==> src/rtl/csvcmd_pkg.sv <==
// ----------------------------------------------------------------------------
// CSV command parser package
// Shared types, byte classes, register indexes and parser phase codes.
// ----------------------------------------------------------------------------
package csvcmd_pkg;

   localparam int VALUE_BITS_DEFAULT = 16;
   localparam int QUEUE_DEPTH        = 2;
   localparam int CSR_INDEX_BITS     = 8;
   localparam int CSR_DATA_BITS      = 8;

   localparam logic [CSR_INDEX_BITS-1:0] REG_MOVE_CODE = 8'd0;
   localparam logic [CSR_INDEX_BITS-1:0] REG_FIRE_CODE = 8'd1;

   localparam logic [7:0] MOVE_CODE_RESET = 8'd0;
   localparam logic [7:0] FIRE_CODE_RESET = 8'd1;

   localparam logic [7:0] CHAR_COMMA   = 8'h2C;
   localparam logic [7:0] CHAR_NEWLINE = 8'h0A;
   localparam logic [7:0] CHAR_PLUS    = 8'h2B;
   localparam logic [7:0] CHAR_MINUS   = 8'h2D;
   localparam logic [7:0] CHAR_SPACE   = 8'h20;
   localparam logic [7:0] CHAR_TAB     = 8'h09;
   localparam logic [7:0] CHAR_VTAB    = 8'h0B;
   localparam logic [7:0] CHAR_FFEED   = 8'h0C;
   localparam logic [7:0] CHAR_CR      = 8'h0D;
   localparam logic [7:0] CHAR_ZERO    = 8'h30;
   localparam logic [7:0] CHAR_NINE    = 8'h39;

   localparam logic [2:0] CLS_NONE    = 3'd0;
   localparam logic [2:0] CLS_COMMA   = 3'd1;
   localparam logic [2:0] CLS_NEWLINE = 3'd2;
   localparam logic [2:0] CLS_DIGIT   = 3'd3;
   localparam logic [2:0] CLS_SPACE   = 3'd4;
   localparam logic [2:0] CLS_PLUS    = 3'd5;
   localparam logic [2:0] CLS_MINUS   = 3'd6;
   localparam logic [2:0] CLS_OTHER   = 3'd7;

   localparam logic [1:0] PHASE_SKIP   = 2'd0;
   localparam logic [1:0] PHASE_NUMBER = 2'd1;
   localparam logic [1:0] PHASE_ENDED  = 2'd2;

   localparam logic [1:0] FIELD_LAST = 2'd3;

   typedef struct packed {
      logic       has_byte;
      logic [7:0] rx_byte;
      logic       clear_move;
      logic       clear_fire;
   } req_type;

   typedef struct packed {
      logic               move_pending;
      logic signed [15:0] x_offset;
      logic signed [15:0] y_offset;
      logic               fire_pending;
   } rsp_type;

   typedef struct packed {
      logic [2:0] cls;
      logic [3:0] digit;
      logic       clear_move;
      logic       clear_fire;
   } op_type;

   typedef struct packed {
      logic                      valid;
      logic [CSR_INDEX_BITS-1:0] index;
      logic [CSR_DATA_BITS-1:0]  wdata;
   } csr_write_type;

endpackage

==> src/rtl/ascii_csv_command_parser_top.sv <==
// ----------------------------------------------------------------------------
// ASCII CSV command parser
// Parses lines of comma separated integers into move and fire commands.
//
// Channel   Direction  Ports
// request   in         req_valid, req_ready, req_data
// response  out        rsp_valid, rsp_ready, rsp_data
// csr       in         csr_valid, csr_ready, csr_index, csr_wdata
//
// One request per cycle is sustained while responses are taken; each request
// gives one response, held in the queue and then in the response register
// (classify on entry, queue, parse). The parser state update, including the
// multiply by ten, is combinational. Reset is synchronous; no clearing pass follows.
// A stalled response fills the two-entry queue, after which req_ready drops.
// ----------------------------------------------------------------------------
module ascii_csv_command_parser_top #(
   parameter int VALUE_BITS = csvcmd_pkg::VALUE_BITS_DEFAULT
) (
   input  logic                                     clock,
   input  logic                                     reset,
   input  logic                                     req_valid,
   output logic                                     req_ready,
   input  csvcmd_pkg::req_type                      req_data,
   output logic                                     rsp_valid,
   input  logic                                     rsp_ready,
   output csvcmd_pkg::rsp_type                      rsp_data,
   input  logic                                     csr_valid,
   output logic                                     csr_ready,
   input  logic [csvcmd_pkg::CSR_INDEX_BITS-1:0]    csr_index,
   input  logic [csvcmd_pkg::CSR_DATA_BITS-1:0]     csr_wdata
);

   logic                      push;
   logic                      queue_full;
   logic                      queue_not_empty;
   logic                      pop;
   csvcmd_pkg::op_type        push_data;
   csvcmd_pkg::op_type        queue_data;
   csvcmd_pkg::csr_write_type csr;

   assign csr_ready = 1'b1;
   assign csr.valid = csr_valid;
   assign csr.index = csr_index;
   assign csr.wdata = csr_wdata;

   csvcmd_front u_front (
      .req_data   (req_data),
      .req_valid  (req_valid),
      .req_ready  (req_ready),
      .queue_full (queue_full),
      .push       (push),
      .push_data  (push_data)
   );

   csvcmd_queue u_queue (
      .clock     (clock),
      .reset     (reset),
      .push      (push),
      .push_data (push_data),
      .full      (queue_full),
      .pop       (pop),
      .not_empty (queue_not_empty),
      .pop_data  (queue_data)
   );

   csvcmd_back #(
      .VALUE_BITS (VALUE_BITS)
   ) u_back (
      .clock           (clock),
      .reset           (reset),
      .csr             (csr),
      .queue_not_empty (queue_not_empty),
      .queue_data      (queue_data),
      .pop             (pop),
      .rsp_valid       (rsp_valid),
      .rsp_ready       (rsp_ready),
      .rsp_data        (rsp_data)
   );

endmodule

==> src/rtl/csvcmd_front.sv <==
// ----------------------------------------------------------------------------
// CSV command parser front end
// Accepts requests and classifies each received byte for the back end.
// ----------------------------------------------------------------------------
module csvcmd_front (
   input  csvcmd_pkg::req_type req_data,
   input  logic                req_valid,
   output logic                req_ready,
   input  logic                queue_full,
   output logic                push,
   output csvcmd_pkg::op_type  push_data
);

   logic [2:0] cls;
   logic [7:0] ch;

   assign ch = req_data.rx_byte;

   always_comb begin
      if (!req_data.has_byte) begin
         cls = csvcmd_pkg::CLS_NONE;
      end else begin
         unique case (ch) inside
            csvcmd_pkg::CHAR_COMMA:   cls = csvcmd_pkg::CLS_COMMA;
            csvcmd_pkg::CHAR_NEWLINE: cls = csvcmd_pkg::CLS_NEWLINE;
            csvcmd_pkg::CHAR_PLUS:    cls = csvcmd_pkg::CLS_PLUS;
            csvcmd_pkg::CHAR_MINUS:   cls = csvcmd_pkg::CLS_MINUS;
            csvcmd_pkg::CHAR_SPACE, csvcmd_pkg::CHAR_TAB, csvcmd_pkg::CHAR_VTAB,
            csvcmd_pkg::CHAR_FFEED, csvcmd_pkg::CHAR_CR:
               cls = csvcmd_pkg::CLS_SPACE;
            [csvcmd_pkg::CHAR_ZERO:csvcmd_pkg::CHAR_NINE]:
               cls = csvcmd_pkg::CLS_DIGIT;
            default:                  cls = csvcmd_pkg::CLS_OTHER;
         endcase
      end
   end

   // The low nibble of an ASCII digit is its value.
   assign req_ready            = !queue_full;
   assign push                 = req_valid && !queue_full;
   assign push_data.cls        = cls;
   assign push_data.digit      = ch[3:0];
   assign push_data.clear_move = req_data.clear_move;
   assign push_data.clear_fire = req_data.clear_fire;

endmodule

==> src/rtl/csvcmd_queue.sv <==
// ----------------------------------------------------------------------------
// CSV command parser queue
// Short first-in first-out buffer between the front end and the back end.
// ----------------------------------------------------------------------------
module csvcmd_queue (
   input  logic               clock,
   input  logic               reset,
   input  logic               push,
   input  csvcmd_pkg::op_type push_data,
   output logic               full,
   input  logic               pop,
   output logic               not_empty,
   output csvcmd_pkg::op_type pop_data
);

   localparam int PTR_BITS   = (csvcmd_pkg::QUEUE_DEPTH > 1) ?
                               $clog2(csvcmd_pkg::QUEUE_DEPTH) : 1;
   localparam int COUNT_BITS = $clog2(csvcmd_pkg::QUEUE_DEPTH + 1);
   localparam logic [PTR_BITS-1:0]   PTR_LAST  = PTR_BITS'(csvcmd_pkg::QUEUE_DEPTH - 1);
   localparam logic [COUNT_BITS-1:0] COUNT_MAX = COUNT_BITS'(csvcmd_pkg::QUEUE_DEPTH);

   csvcmd_pkg::op_type entry_ff [csvcmd_pkg::QUEUE_DEPTH];

   logic [PTR_BITS-1:0]   wr_ptr_ff, wr_ptr_in;
   logic [PTR_BITS-1:0]   rd_ptr_ff, rd_ptr_in;
   logic [COUNT_BITS-1:0] count_ff, count_in;

   assign full      = (count_ff == COUNT_MAX);
   assign not_empty = (count_ff != '0);
   assign pop_data  = entry_ff[rd_ptr_ff];

   always_comb begin
      wr_ptr_in = wr_ptr_ff;
      rd_ptr_in = rd_ptr_ff;
      count_in  = count_ff;
      if (push) begin
         wr_ptr_in = (wr_ptr_ff == PTR_LAST) ? '0 : wr_ptr_ff + 1'b1;
      end
      if (pop) begin
         rd_ptr_in = (rd_ptr_ff == PTR_LAST) ? '0 : rd_ptr_ff + 1'b1;
      end
      if (push && !pop) begin
         count_in = count_ff + 1'b1;
      end else if (pop && !push) begin
         count_in = count_ff - 1'b1;
      end
   end

   always_ff @(posedge clock) begin
      if (reset) begin
         wr_ptr_ff <= '0;
         rd_ptr_ff <= '0;
         count_ff  <= '0;
      end else begin
         wr_ptr_ff <= wr_ptr_in;
         rd_ptr_ff <= rd_ptr_in;
         count_ff  <= count_in;
      end
   end

   always_ff @(posedge clock) begin
      if (push) begin
         entry_ff[wr_ptr_ff] <= push_data;
      end
   end

endmodule

==> src/rtl/csvcmd_back.sv <==
// ----------------------------------------------------------------------------
// CSV command parser back end
// Runs the field parser and command decode, one queued byte per cycle while the response is not stalled.
// ----------------------------------------------------------------------------
module csvcmd_back #(
   parameter int VALUE_BITS = csvcmd_pkg::VALUE_BITS_DEFAULT
) (
   input  logic                      clock,
   input  logic                      reset,
   input  csvcmd_pkg::csr_write_type csr,
   input  logic                      queue_not_empty,
   input  csvcmd_pkg::op_type        queue_data,
   output logic                      pop,
   output logic                      rsp_valid,
   input  logic                      rsp_ready,
   output csvcmd_pkg::rsp_type       rsp_data
);

   localparam int MB = VALUE_BITS - 1;
   localparam logic [MB-1:0] MAG_MAX = '1;

   logic [7:0]            move_code_ff, fire_code_ff;
   logic [1:0]            fi_ff, fi_in;
   logic [1:0]            phase_ff, phase_in;
   logic                  neg_ff, neg_in;
   logic [MB-1:0]         mag_ff, mag_in;
   logic [VALUE_BITS-1:0] cmd_ff, cmd_in;
   logic [VALUE_BITS-1:0] xf_ff, xf_in;
   logic [VALUE_BITS-1:0] yf_ff, yf_in;
   logic [VALUE_BITS-1:0] xv_ff, xv_in;
   logic [VALUE_BITS-1:0] yv_ff, yv_in;
   logic                  move_flag_ff, move_flag_in;
   logic                  fire_flag_ff, fire_flag_in;
   logic                  rsp_valid_ff, rsp_valid_in;
   csvcmd_pkg::rsp_type   rsp_data_ff, rsp_data_in;

   logic [MB+3:0]         mag_next;
   logic [VALUE_BITS-1:0] mag_ext;
   logic [VALUE_BITS-1:0] field_value;
   logic                  cmd_nonneg;
   logic [31:0]           xv_wide, yv_wide;

   assign pop       = queue_not_empty && (!rsp_valid_ff || rsp_ready);
   assign rsp_valid = rsp_valid_ff;
   assign rsp_data  = rsp_data_ff;

   assign mag_next    = {mag_ff, 3'b000} + {2'b00, mag_ff, 1'b0}
                        + (MB+4)'(queue_data.digit);
   assign mag_ext     = {1'b0, mag_ff};
   assign field_value = neg_ff ? (~mag_ext + VALUE_BITS'(1)) : mag_ext;

   always_comb begin
      fi_in        = fi_ff;
      phase_in     = phase_ff;
      neg_in       = neg_ff;
      mag_in       = mag_ff;
      cmd_in       = cmd_ff;
      xf_in        = xf_ff;
      yf_in        = yf_ff;
      xv_in        = xv_ff;
      yv_in        = yv_ff;
      move_flag_in = move_flag_ff;
      fire_flag_in = fire_flag_ff;
      cmd_nonneg   = 1'b0;
      if (pop) begin
         if (queue_data.clear_move) begin
            move_flag_in = 1'b0;
            xv_in        = '0;
            yv_in        = '0;
         end
         if (queue_data.clear_fire) begin
            fire_flag_in = 1'b0;
         end
         case (queue_data.cls)
            csvcmd_pkg::CLS_COMMA, csvcmd_pkg::CLS_NEWLINE: begin
               case (fi_ff)
                  2'd0:    cmd_in = field_value;
                  2'd1:    xf_in  = field_value;
                  2'd2:    yf_in  = field_value;
                  default: cmd_in = cmd_ff;
               endcase
               fi_in    = (fi_ff == csvcmd_pkg::FIELD_LAST) ? fi_ff : fi_ff + 1'b1;
               phase_in = csvcmd_pkg::PHASE_SKIP;
               neg_in   = 1'b0;
               mag_in   = '0;
               if (queue_data.cls == csvcmd_pkg::CLS_NEWLINE) begin
                  cmd_nonneg = !cmd_in[VALUE_BITS-1];
                  if (cmd_nonneg && cmd_in == VALUE_BITS'(move_code_ff)) begin
                     xv_in = xf_in;
                     yv_in = yf_in;
                     if (xf_in != '0 || yf_in != '0) begin
                        move_flag_in = 1'b1;
                     end
                  end else if (cmd_nonneg && cmd_in == VALUE_BITS'(fire_code_ff)) begin
                     fire_flag_in = 1'b1;
                  end
                  fi_in  = '0;
                  cmd_in = '0;
                  xf_in  = '0;
                  yf_in  = '0;
               end
            end
            csvcmd_pkg::CLS_NONE: begin
               phase_in = phase_ff;
            end
            default: begin
               if (!phase_ff[1]) begin
                  if (queue_data.cls == csvcmd_pkg::CLS_DIGIT) begin
                     mag_in   = (mag_next[MB+3:MB] != '0) ? MAG_MAX : mag_next[MB-1:0];
                     phase_in = csvcmd_pkg::PHASE_NUMBER;
                  end else if (phase_ff == csvcmd_pkg::PHASE_SKIP &&
                               queue_data.cls == csvcmd_pkg::CLS_SPACE) begin
                     phase_in = csvcmd_pkg::PHASE_SKIP;
                  end else if (phase_ff == csvcmd_pkg::PHASE_SKIP &&
                               queue_data.cls == csvcmd_pkg::CLS_PLUS) begin
                     phase_in = csvcmd_pkg::PHASE_NUMBER;
                  end else if (phase_ff == csvcmd_pkg::PHASE_SKIP &&
                               queue_data.cls == csvcmd_pkg::CLS_MINUS) begin
                     neg_in   = 1'b1;
                     phase_in = csvcmd_pkg::PHASE_NUMBER;
                  end else begin
                     phase_in = csvcmd_pkg::PHASE_ENDED;
                  end
               end
            end
         endcase
      end
   end

   assign xv_wide = 32'(xv_in);
   assign yv_wide = 32'(yv_in);

   always_comb begin
      rsp_data_in.move_pending = move_flag_in;
      rsp_data_in.x_offset     = xv_wide[15:0];
      rsp_data_in.y_offset     = yv_wide[15:0];
      rsp_data_in.fire_pending = fire_flag_in;
      if (pop) begin
         rsp_valid_in = 1'b1;
      end else if (rsp_ready) begin
         rsp_valid_in = 1'b0;
      end else begin
         rsp_valid_in = rsp_valid_ff;
      end
   end

   always_ff @(posedge clock) begin
      if (reset) begin
         move_code_ff <= csvcmd_pkg::MOVE_CODE_RESET;
         fire_code_ff <= csvcmd_pkg::FIRE_CODE_RESET;
         fi_ff        <= '0;
         phase_ff     <= csvcmd_pkg::PHASE_SKIP;
         neg_ff       <= 1'b0;
         mag_ff       <= '0;
         cmd_ff       <= '0;
         xf_ff        <= '0;
         yf_ff        <= '0;
         xv_ff        <= '0;
         yv_ff        <= '0;
         move_flag_ff <= 1'b0;
         fire_flag_ff <= 1'b0;
         rsp_valid_ff <= 1'b0;
      end else begin
         if (csr.valid && csr.index == csvcmd_pkg::REG_MOVE_CODE) begin
            move_code_ff <= csr.wdata;
         end
         if (csr.valid && csr.index == csvcmd_pkg::REG_FIRE_CODE) begin
            fire_code_ff <= csr.wdata;
         end
         fi_ff        <= fi_in;
         phase_ff     <= phase_in;
         neg_ff       <= neg_in;
         mag_ff       <= mag_in;
         cmd_ff       <= cmd_in;
         xf_ff        <= xf_in;
         yf_ff        <= yf_in;
         xv_ff        <= xv_in;
         yv_ff        <= yv_in;
         move_flag_ff <= move_flag_in;
         fire_flag_ff <= fire_flag_in;
         rsp_valid_ff <= rsp_valid_in;
      end
   end

   always_ff @(posedge clock) begin
      if (pop) begin
         rsp_data_ff <= rsp_data_in;
      end
   end

   // A newline always closes the line and restarts field counting.
   a_newline_resets_fields: assert property (@(posedge clock) disable iff (reset)
      pop && queue_data.cls == csvcmd_pkg::CLS_NEWLINE |=> fi_ff == '0 && cmd_ff == '0)
      else $error("field state not cleared after newline");

   // Move pending can only be raised by a newline.
   a_move_from_newline: assert property (@(posedge clock) disable iff (reset)
      $rose(move_flag_ff) |-> $past(pop && queue_data.cls == csvcmd_pkg::CLS_NEWLINE))
      else $error("move pending raised without a newline");

   // Fire pending can only be raised by a newline.
   a_fire_from_newline: assert property (@(posedge clock) disable iff (reset)
      $rose(fire_flag_ff) |-> $past(pop && queue_data.cls == csvcmd_pkg::CLS_NEWLINE))
      else $error("fire pending raised without a newline");

   // A clear without a newline leaves the offsets at zero.
   a_clear_move: assert property (@(posedge clock) disable iff (reset)
      pop && queue_data.clear_move && queue_data.cls != csvcmd_pkg::CLS_NEWLINE
      |=> !move_flag_ff && xv_ff == '0 && yv_ff == '0)
      else $error("move clear not applied");

endmodule

==> config.mk <==
export PLATFORM = sky130hd
export DESIGN_NAME = ascii_csv_command_parser_top
export DESIGN_NICKNAME = d
export VERILOG_FILES = /design/src/rtl/csvcmd_pkg.sv /design/src/rtl/ascii_csv_command_parser_top.sv /design/src/rtl/csvcmd_front.sv /design/src/rtl/csvcmd_queue.sv /design/src/rtl/csvcmd_back.sv
export SDC_FILE = /design/constraint.sdc
export NUM_CORES = 1
export LEC_CHECK = 0
export BUFFER_PORTS_ARGS = -buffer_cell sky130_fd_sc_hd__buf_2
export CAP_MARGIN = 5
export CORE_MARGIN = 4
export CORE_UTILIZATION = 50
export CTS_CLUSTER_DIAMETER = 40
export DETAILED_ROUTE_END_ITERATION = 6
export PLACE_DENSITY = 0.72
export SETUP_SLACK_MARGIN = 0.2
export SYNTH_ARGS = -nofsm -noshare
export SYNTH_HDL_FRONTEND = slang
export SYNTH_SLANG_ARGS = --single-unit
==> constraint.sdc <==
create_clock -name clock -period 4.8 [get_ports clock]
set_input_delay 1.44 -clock clock [delete_from_list [all_inputs] [get_ports clock]]
set_output_delay 1.44 -clock clock [all_outputs]
set_load 0.05 [all_outputs]
==> metrics.csv, run 1 <==
stage,metric,value,unit
critical_path,critPathKind,flop to flop,
min_path,hold_depth,2,
cells_and_area,antenna_cells,0,
cts,cts_buffer_depth,2,
cells_and_area,syn2layout_area_growth,10.75,%
power_and_ir_drop,power.density,467.7,nW/um^2
logic_synthesis,ys_types,85,
die,pin_count,69,
critical_path,arrival,4.31,ns
critical_path,r2r-start,u_back.mag_ff[0],
cts,cts.sinks,176,
global_routing,grt_max_degree,46,
logic_synthesis,synthesis.nets,1048,
timing,rsz0062_at_grt,false,
power_and_ir_drop,irDropWorstVdd,320.6,uV
cells_and_area,final_common_cell,dfxtp_1,
drt,first_pass_iters,5,
timing,min_period,4.136,ns
drt,ant_nets,0,
critical_path,r2r.worst_path.cells,10,
critical_path,cp_common_cell,nand4_1,
cells_and_area,nets,1087,
timing,post-route-period-util,0.8616,
cts,cts_inserted_buffers,17,
cts,postCtsResizedCells,0,
cells_and_area,stdcell_area,10490,sq um
critical_path,r2r-end,u_back.rsp_data[6],
global_routing,antenna_found_initial,0,
global_routing,globalRoute.totalOverflow,0,
flow_run,maxCapViolCount,0,
critical_path,cp-end-kind,flop,
min_path,hp-start,u_back.xf_ff[15],
die,core_area,18640,sq um
drt,drc,0,
cells_and_area,final_cell_mix,"dfxtp_1, a21oi_1, nand2_1, nor2_1, buf_2",
cts,root_buffer,clkbuf_16,
logic_synthesis,synth_edf_count,52,
logic_synthesis,avgSynthCellArea,9.677,sq um
die,start_util,0.5082,
die,fp.dieW,145.7,um
timing,finalHoldViolations,0,
drt,wl_per_cell,17.77,um
power_and_ir_drop,leakage,4.270,nW
cts,cts_tree,done,
cts,clk_latency,0.43,ns
drt,wl,22.48,mm
logic_synthesis,synth_ff_type,dfxtp_1,
critical_path,crit_path_max_fanout,19,
min_path,hp-class,flop to flop,
drt,via_per_inst,5.945,
cells_and_area,layout-drive-gt1-share,0.1591,
critical_path,slowest_stage,nor3b_1,
cts,hold_buffers,0,
timing,holdWs,0.4562,ns
drt,route.vias.total,7521,
die,die-height,145.7,um
global_routing,grt_pass1_vias,7126,
cts,post_cts_buffers,0,
placement,post_dp_cell_area,9905,sq um
timing,fin_setup_tns,0,ns
global_routing,grt_pass1_wl,36.58,mm
timing,finalMaxSlewViolations,0,
critical_path,startpoint_type,flop,
critical_path,path_cells,inv_1 -> ha_1 -> nor3b_1 -> nand4_1 -> and4_1 -> nor4_2 -> nand4_1 -> buf_4 -> o211ai_1 -> nand2_1,
logic_synthesis,yosysSeqAreaShare,0.4268,
critical_path,critPathRequiredTime,4.97,ns
drt,first_iter_violations,490,
cts,clkSlewWorstSetupHoldPaths,0.07,ns
logic_synthesis,syn_area,9474,sq um
critical_path,crit_path_max_incr_delay,0.69,ns
critical_path,reg2reg_setup_slack,0.66,ns
timing,fin_skew,0.01243,ns
timing,setup_viol,0,
min_path,min_to,u_back.xf_ff[15],
die,die_area,21210,sq um
cells_and_area,post-route-util,0.5628,
die,rows,50,
logic_synthesis,ys_warn_count,0,
logic_synthesis,ys_async_sr_fraction,0,
timing,slew_headroom,0.3958,
placement,dp_hpwl,16.23,mm
cts,htree_levels,4,
timing,fmax,0.2418,GHz
logic_synthesis,synthCells,979,
global_routing,grt_usage,0.2090,
outcome,status,"complete, no violations",
logic_synthesis,synth-seq-cells,176,
placement,numPortBuffers,67,
placement,place.gp.congestion,0.9059,
timing,worst_slew_pin_slew,0.9030,ns
==> cells in the mapped netlist, drive strengths merged, types with 5 or more instances <==
master   count  share of area
nand2b      12         0.0079
clkbuf      36          0.014
or3          8         0.0058
o311ai       5         0.0046
a21oi       82          0.043
nand2       81          0.032
ha          35          0.046
nor2b       10         0.0066
o41ai        5          0.010
a221o       11          0.012
nand4        5         0.0033
nand3b      13          0.010
xnor2       25          0.023
nor2        81          0.032
nor4        13          0.012
and2        14         0.0092
a41oi        6         0.0055
xor2        17          0.016
a21o        11         0.0087
or4          8         0.0071
o21ai       42          0.022
inv         24         0.0095
buf         27          0.019
o2111ai      8         0.0074
a22o        20          0.018
nand3       27          0.014
mux2        12          0.014
o2bb2ai      8         0.0074
edfxtp      52           0.16
o211ai      35          0.039
and3         6         0.0040
nor3        13         0.0074
a31oi        7         0.0046
dfxtp      124           0.26
mux2i       32          0.034
==> cell type report <==
type                    instances  area, sq um
well taps                     234        292.8
repair buffers                 83        455.4
clock inverters                11        126.4
multi-input cells             715         5019
fillers                      1614         8150
clock buffers                  21        461.7
flip-flops and latches        176         4044
inverters                      25        93.84
==> worst max-delay path by stage <==
stage | to | from
2_1_floorplan | u_back.cmd_ff[11] | rsp_ready
3_3_place_gp | u_back.rsp_data[7] | u_back.mag_ff[0]
3_5_place_dp | u_back.rsp_data[6] | u_back.mag_ff[0]
4_1_cts | u_back.rsp_data[6] | u_back.mag_ff[0]
5_1_grt | u_back.rsp_data[7] | u_back.mag_ff[0]
6_report | u_back.rsp_data[6] | u_back.mag_ff[0]
==> state kept, by name, summed over array words and instances, names as in the netlist, named ones only <==
register	cells
u_back.rsp_valid	1
u_queue.wr_ptr_ff	1
u_back.fire_flag_ff	1
u_back.cmd_ff	16
u_back.yv_ff	16
u_queue.entry_ff	18
u_queue.rd_ptr_ff	1
u_back.mag_ff	15
u_back.move_code_ff	8
u_back.rsp_data	34
u_queue.count_ff	2
u_back.move_flag_ff	1
u_back.fire_code_ff	8
u_back.yf_ff	16
u_back.phase_ff	2
u_back.xv_ff	16
u_back.xf_ff	16
u_back.fi_ff	2
u_back.neg_ff	1
==> kinds of logic (layout without fill, tap and decap cells) <==
family	count (synthesis)	in the layout	synth area share
other	1	1	0.0003958
adders and majority gates	37	37	0.05045
buffers and inverters	88	140	0.04345
and+or+nand+nor	308	308	0.1681
xor gates and xnor gates	43	43	0.04120
DFF	176	176	0.4268
muxes	44	44	0.04807
AOI/OAI and AO/OA	282	282	0.2215
==> critical path, delay by kind of cell, from the launching register on <==
kind | cells | cell delay [ns]
AOI/OAI and AO/OA | 1 | 0.26
buffers and inverters | 2 | 0.63
and+or+nand+nor | 6 | 2.35
adders and majority gates | 1 | 0.21
DFF | 1 | 0.40
==> layer usage <==
layer  vias up  track usage  share of wire
li1       3723            -              -
met1      3549       0.2809           0.45
met2       212       0.3414           0.47
met3        37      0.04173          0.051
met4         0      0.06648          0.023
met5         -            0              0
==> stage by stage <==
step	power, mW	instances	setup WS, ns
finish	4.907	1265	0.6645
global route	5.141	1265	0.4160
CTS	4.922	1265	0.7009
detailed placement	3.548	1233	0.7068
global placement	3.529	1233	0.7905
floorplan	3.175	979	0.7717
==> power breakdown <==
part | switching (mW) | internal (mW) | total (mW)
Combinational | 1.29 | 0.424 | 1.72
Sequential | 0.0662 | 1.74 | 1.81
Clock | 0.580 | 0.803 | 1.38
Total | 1.94 | 2.97 | 4.91
No activity file was read; power rests on OpenSTA's default activity.
==> run 2: changes to the inputs <==
==> constraint.sdc (replaced) <==
create_clock -name clock -period 4.8 [get_ports clock]
set_input_delay 0.24 -clock clock [delete_from_list [all_inputs] [get_ports clock]]
set_output_delay 0.24 -clock clock [all_outputs]
set_load 0.05 [all_outputs]
==> run 2 against run 1 <==
  * Final area is 0.14% lower
  * Flip-flop and latch count did not move
  * Critical path depth stayed put
  * Utilization shrank 0.081 points
  * Hold slack lost 0.39 ns
  * Via count up 1.6%
  * Combinational power about the same
  * Cell count grew 0.24%
  * Clock-buffer cell count fell by 2
  * Critical path type unchanged
==> metrics.csv, run 2 (synthesis results as in run 1) <==
stage,metric,value,unit,change
global_routing,grt_usage,0.2117,,+0.002733
timing,finalMaxSlewViolations,0,,unchanged
critical_path,slowest_stage,nor3b_1,,
placement,numPortBuffers,67,,unchanged
cts,cts_tree,done,,
cts,clkSlewWorstSetupHoldPaths,0.06,ns,about the same
power_and_ir_drop,irDropWorstVdd,329.6,uV,+2.8%
drt,highest_layer,met4,,
drt,ant_nets,0,,unchanged
drt,route.vias.total,7644,,+1.6%
drt,wl_per_cell,17.72,um,-0.29%
critical_path,cp_common_cell,nand4_1,,
global_routing,grt_max_degree,47,,+2.2%
drt,via_per_inst,6.028,,+1.4%
min_path,hp-start,csr_wdata[1],,
cells_and_area,antenna_cells,0,,unchanged
global_routing,grt_pass1_vias,7269,,+2.0%
die,die_area,21210,sq um,unchanged
cts,root_buffer,clkbuf_16,,
critical_path,crit_start,u_back.mag_ff[1],,
cts,htree_levels,4,,unchanged
cells_and_area,layout-drive-gt1-share,0.1586,,-0.0004615
placement,dp_hpwl,16.10,mm,-0.77%
timing,setup_viol,0,,unchanged
flow_run,maxCapViolCount,0,,unchanged
timing,fin_setup_tns,0,ns,unchanged
outcome,status,"complete, no violations",,
die,fp.dieW,145.7,um,unchanged
drt,wl_met3,1.232,mm,+6.5%
die,pin_count,69,,unchanged
cts,cts.sinks,176,,unchanged
drt,m1WireLength,10.12,mm,-0.71%
drt,met2_length,10.53,mm,-0.81%
cts,cts_buffer_depth,2,,unchanged
cells_and_area,syn2layout_area_growth,10.59,%,
timing,rsz0062_at_grt,false,,
power_and_ir_drop,leakage,4.253,nW,-0.40%
cells_and_area,largest_reg_flops,34,,unchanged
die,start_util,0.5082,,unchanged
cells_and_area,nets,1090,,+0.28%
cells_and_area,nFillCells,1625,,+0.68%
drt,drc,0,,unchanged
drt,wl,22.47,mm,about the same
timing,post-route-period-util,0.8478,,-0.01373
timing,fin_skew,0.009142,ns,-0.003286 ns
critical_path,crit_path_max_fanout,19,,unchanged
critical_path,cp_top_family,simple AND/OR/NAND/NOR gates,,
cts,cts_inserted_buffers,17,,unchanged
global_routing,antenna_found_initial,0,,unchanged
power_and_ir_drop,power.density,460.0,nW/um^2,-1.6%
timing,worst_slew_pin_slew,0.9011,ns,-0.001895 ns
placement,place.gp.congestion,0.8482,,-6.4%
die,die-height,145.7,um,unchanged
cells_and_area,final_cell_mix,"dfxtp_1, a21oi_1, nand2_1, nor2_1, buf_2",,
critical_path,cp-end-kind,flop,,
drt,first_iter_violations,573,,+17%
critical_path,r2r-start,u_back.mag_ff[1],,
timing,slew_headroom,0.3970,,+0.001268
critical_path,critPathKind,flop to flop,,
timing,fmax,0.2457,GHz,+1.6%
critical_path,crit_path_max_incr_delay,0.69,ns,about the same
critical_path,critPathRequiredTime,4.98,ns,about the same
critical_path,path_cells,inv_1 -> ha_1 -> nor3b_1 -> nand4_1 -> and4_1 -> nor4_2 -> nand4_1 -> buf_4 -> o211ai_1 -> nand2_1,,
cells_and_area,final_common_cell,dfxtp_1,,
timing,finalHoldViolations,0,,unchanged
critical_path,arrival,4.25,ns,-0.06 ns
drt,first_pass_iters,5,,unchanged
global_routing,globalRoute.totalOverflow,0,,unchanged
timing,min_period,4.070,ns,-0.06592 ns
cts,clk_latency,0.43,ns,about the same
critical_path,startpoint_type,flop,,
power_and_ir_drop,finalPower,4.820,mW,-1.8%
min_path,hp-class,input pin to flop,,
global_routing,grt_pass1_wl,36.89,mm,+0.83%
die,rows,50,,unchanged
cts,post_cts_buffers,0,,unchanged
die,core_area,18640,sq um,unchanged
critical_path,crit_buf_inv,2,,unchanged
## run 2: changes by cell type in the layout (fill, tap and decap cells not counted), moves of 2 or more
cell,change
clkinv_1,+2
clkinv_4,+2
clkinvlp_4,+2
dlygate4sd3_1,+2
inv_4,-2
## run 2: layout make-up
| cell class | instances | area [sq um] | area share |
|---|---|---|---|
| Clock inverter | 13 | 112.6 | 0.01075 |
| Clock buffer | 19 | 432.9 | 0.04132 |
| Inverter | 25 | 93.84 | 0.008956 |
| Sequential cell | 176 | 4044 | 0.3860 |
| Multi-Input combinational cell | 715 | 5019 | 0.4790 |
| Tap cell | 234 | 292.8 | 0.02794 |
| Timing Repair Buffer | 86 | 483.0 | 0.04610 |
## run 2: stage by stage
step	hold WS [ns]	instances	worst slack, ns	utilization	instance area [sq um]
floorplan	0.3389	979	1.091	-	9474
global placement	0.4296	1234	0.9163	0.5317	9912
detailed placement	0.4322	1234	0.8063	0.5317	9912
CTS	0.04467	1268	0.7781	0.5620	10480
global route	0.07422	1268	0.4330	0.5620	10480
finish	0.06213	1268	0.7304	0.5620	10480
## run 2: routing by layer
layer  GRT usage  vias up
li1            -     3722
met4     0.07787        0
met1      0.2756     3616
met5           0        -
met2      0.3529      262
met3     0.04017       44
## run 2: worst min-delay path, delay by kind of cell
kind / cells / cell delay [ns]
multiplexers: 1 / 0.06
AND/OR/NAND/NOR: 1 / 0.07
buffers and inverters: 1 / 0.09
## run 2: path summary, 6_finish.rpt
kind,to,slack (ns),depth (start not counted)
worst max register to register,u_back.rsp_data[7],0.73,10
worst min register to register,u_back.xf_ff[15],0.46,2
worst min-delay path,u_back.fire_code_ff[1],0.06,3
worst max-delay path,u_back.rsp_data[7],0.73,10
## run 2: repair_timing
action,in CTS,in global routing
endpoints found under the hold margin,4,0
hold buffers,2,0
gates resized for setup,0,0
## run 2: power breakdown
group / internal, mW / total (mW) / leakage (nW) / switching (mW)
combinational: 0.427 / 1.72 / 2.49 / 1.29
sequential: 1.74 / 1.80 / 1.50 / 0.0654
clock: 0.712 / 1.29 / 0.255 / 0.583
==> run 3: changes to the inputs <==
PLACE_DENSITY = 0.75   (was 0.72)
clock period = 3.4 ns   (was 4.8 ns; I/O delays follow)
==> run 3 against run 2 <==
  * Clock power rose by 60%
  * Worst setup slack worse by 0.60 ns
  * Combinational power increased by 52%
  * Critical path type unchanged
  * Sequential power rose by 42%
  * Largest power group is now combinational logic
  * Largest cell class unchanged
  * Clock-buffer cell count is 1 lower
  * Critical endpoint is now u_back.mag_ff[14]
  * Register-to-register slack worse by 0.60 ns
  * Cell count is 3.4% higher
  * Utilization rose by 3.0 points
  * Sequential share of layout area decreased by 1.9 points
==> metrics.csv, run 3 (synthesis results as in run 1) <==
stage,metric,value,unit,change
timing,finalHoldViolations,0,,unchanged
cts,clkSlewWorstSetupHoldPaths,0.07,ns,about the same
power_and_ir_drop,leakage,4.587,nW,+7.9%
cts,cts_tree,done,,
drt,route.vias.total,7843,,+2.6%
cts,clk_latency,0.44,ns,about the same
timing,setup_slack,0.1300,ns,-0.6004 ns
die,die_area,21210,sq um,unchanged
drt,first_pass_iters,6,,+1
global_routing,grt_pass1_vias,7588,,+4.4%
timing,rsz0062_at_grt,true,,
critical_path,r2r.worst_path.cells,12,,+2
cells_and_area,layout-drive-gt1-share,0.2061,,+0.04752
min_path,hp-class,input pin to flop,,
timing,min_period,3.270,ns,-0.7996 ns
global_routing,antenna_found_initial,0,,unchanged
placement,numPortBuffers,67,,unchanged
critical_path,critPathKind,flop to flop,,
die,core_area,18640,sq um,unchanged
drt,ant_nets,0,,unchanged
critical_path,crit_path_max_incr_delay,0.39,ns,-0.30 ns
cts,root_buffer,clkbuf_16,,
critical_path,arrival,3.59,ns,-0.66 ns
die,start_util,0.5082,,unchanged
cells_and_area,nets,1133,,+3.9%
min_path,hold_depth,3,,unchanged
die,die-height,145.7,um,unchanged
min_path,min_to,u_back.move_code_ff[1],,
min_path,hp-start,csr_wdata[1],,
placement,pre_cts_ws,0.02379,ns,-0.7825 ns
timing,worst_slew_pin_slew,0.8775,ns,-0.02359 ns
timing,slew_headroom,0.4128,,+0.01578
timing,post-route-period-util,0.9618,,+0.1139
placement,place.gp.congestion,0.8750,,+3.2%
timing,fin_setup_tns,0,ns,unchanged
critical_path,r2r-end,u_back.mag_ff[14],,
cts,cts_inserted_buffers,17,,unchanged
critical_path,critPathRequiredTime,3.72,ns,-1.26 ns
drt,drc,0,,unchanged
timing,fin_skew,0.01455,ns,+0.005412 ns
power_and_ir_drop,finalPower,7.243,mW,+50%
global_routing,grt_pass1_wl,37.94,mm,+2.8%
drt,via_per_inst,5.982,,-0.76%
timing,holdWs,0.008272,ns,-0.05386 ns
drt,first_iter_violations,573,,unchanged
timing,setup_viol,0,,unchanged
critical_path,startpoint_type,flop,,
placement,placed_cells,1260,,+2.1%
cts,cts_buffer_depth,2,,unchanged
critical_path,crit_path_max_fanout,5,,-14
placement,dp_hpwl,16.39,mm,+1.8%
cells_and_area,antenna_cells,0,,unchanged
cells_and_area,final_cell_mix,"dfxtp_1, nand2_1, nor2_1, a21oi_1, buf_2",,
cts,htree_levels,4,,unchanged
global_routing,grt_usage,0.2150,,+0.003240
timing,fmax,0.3058,GHz,+24%
flow_run,maxCapViolCount,0,,unchanged
die,pin_count,69,,unchanged
cells_and_area,finalNonFillerCells,1311,,+3.4%
cts,cts.sinks,176,,unchanged
drt,wl_per_cell,17.68,um,-0.21%
timing,finalMaxSlewViolations,0,,unchanged
critical_path,slowest_stage,fa_2,,
critical_path,cp-end-kind,flop,,
cells_and_area,largest_reg_flops,34,,unchanged
critical_path,reg2reg_setup_slack,0.13,ns,-0.60 ns
power_and_ir_drop,power.density,656.4,nW/um^2,+43%
die,rows,50,,unchanged
drt,wl,23.18,mm,+3.2%
cells_and_area,final_common_cell,dfxtp_1,,
outcome,status,"complete, no violations",,
power_and_ir_drop,irDropWorstVdd,436.3,uV,+32%
global_routing,grt_max_degree,48,,+2.1%
die,fp.dieW,145.7,um,unchanged
global_routing,globalRoute.totalOverflow,0,,unchanged
cells_and_area,syn2layout_area_growth,16.48,%,
critical_path,path_cells,mux2_4 -> ha_1 -> ha_2 -> fa_2 -> a211o_1 -> a21oi_2 -> o311ai_4 -> buf_4 -> a21o_1 -> a21oi_1 -> xnor2_1 -> a221o_1,,
==> run 3: cell types whose count changed in the layout (fill, tap and decap cells not counted), moves of 3 or more <==
cell           before  now
a21oi_2             0    4
inv_8               0    3
a21oi_1            82   78
buf_12              0    3
buf_4              17   48
inv_6               2    6
clkinvlp_4          4    0
dlygate4sd3_1       2   10
==> run 3: routing by layer <==
metal | up-vias | GRT usage | share of wire
met5 | - | 0 | 0
met4 | 0 | 0.06933 | 0.020
met3 | 38 | 0.03737 | 0.059
met2 | 236 | 0.3613 | 0.49
met1 | 3748 | 0.2834 | 0.43
li1 | 3821 | - | -
==> run 3: critical path, delay by kind of cell (launching register included) <==
family                     cells  cell delay (ns)
AOI/OAI and AO/OA              6             1.32
adders and majority gates      3             0.90
DFF                            1             0.38
muxes                          1             0.30
buffers and inverters          1             0.16
xor gates and xnor gates       1             0.10
==> run 3: power by group <==
group / internal [mW] / total (mW) / leakage [nW] / switching (mW)
combinational: 0.744 / 2.62 / 2.77 / 1.87
sequential: 2.46 / 2.55 / 1.51 / 0.0966
clock: 1.15 / 2.07 / 0.308 / 0.923
total: 4.35 / 7.24 / 4.59 / 2.89
==> run 3: worst max path at each step <==
stage                   endpoint  startpoint  slack [ns]
2_1_floorplan   u_back.mag_ff[6]        flop        0.12
3_3_place_gp    u_back.mag_ff[5]        flop        0.12
3_5_place_dp   u_back.mag_ff[14]        flop        0.02
4_1_cts         u_back.mag_ff[3]        flop        0.19
5_1_grt         u_back.mag_ff[3]        flop        0.03
6_report       u_back.mag_ff[14]        flop        0.13
==> run 3: area by class of cell <==
cell class | count | area (sq um)
sequential | 176 | 4049
multi-input combinational | 716 | 5117
timing repair buffer | 128 | 855.8
tap | 234 | 292.8
clock inverter | 14 | 187.7
inverter | 25 | 93.84
fill | 1562 | 7607
clock buffer | 18 | 439.2
==> run 3: timing repair <==
item | CTS | global route
resized for setup | 9 | 12
endpoints found under the setup margin | 19 | 90
setup buffers | 3 | 5
cloned | 1 | 0
pin swaps | 0 | 2
endpoints found under the hold margin | 15 | 0
hold buffers | 10 | 0
==> run 3: through the flow <==
stage                     instance area, sq um  utilization
after floorplan                           9515            -
after global placement                   10170       0.5455
after detailed placement                 10170       0.5455
after CTS                                10960       0.5881
after global routing                     11040       0.5919
final                                    11040       0.5919
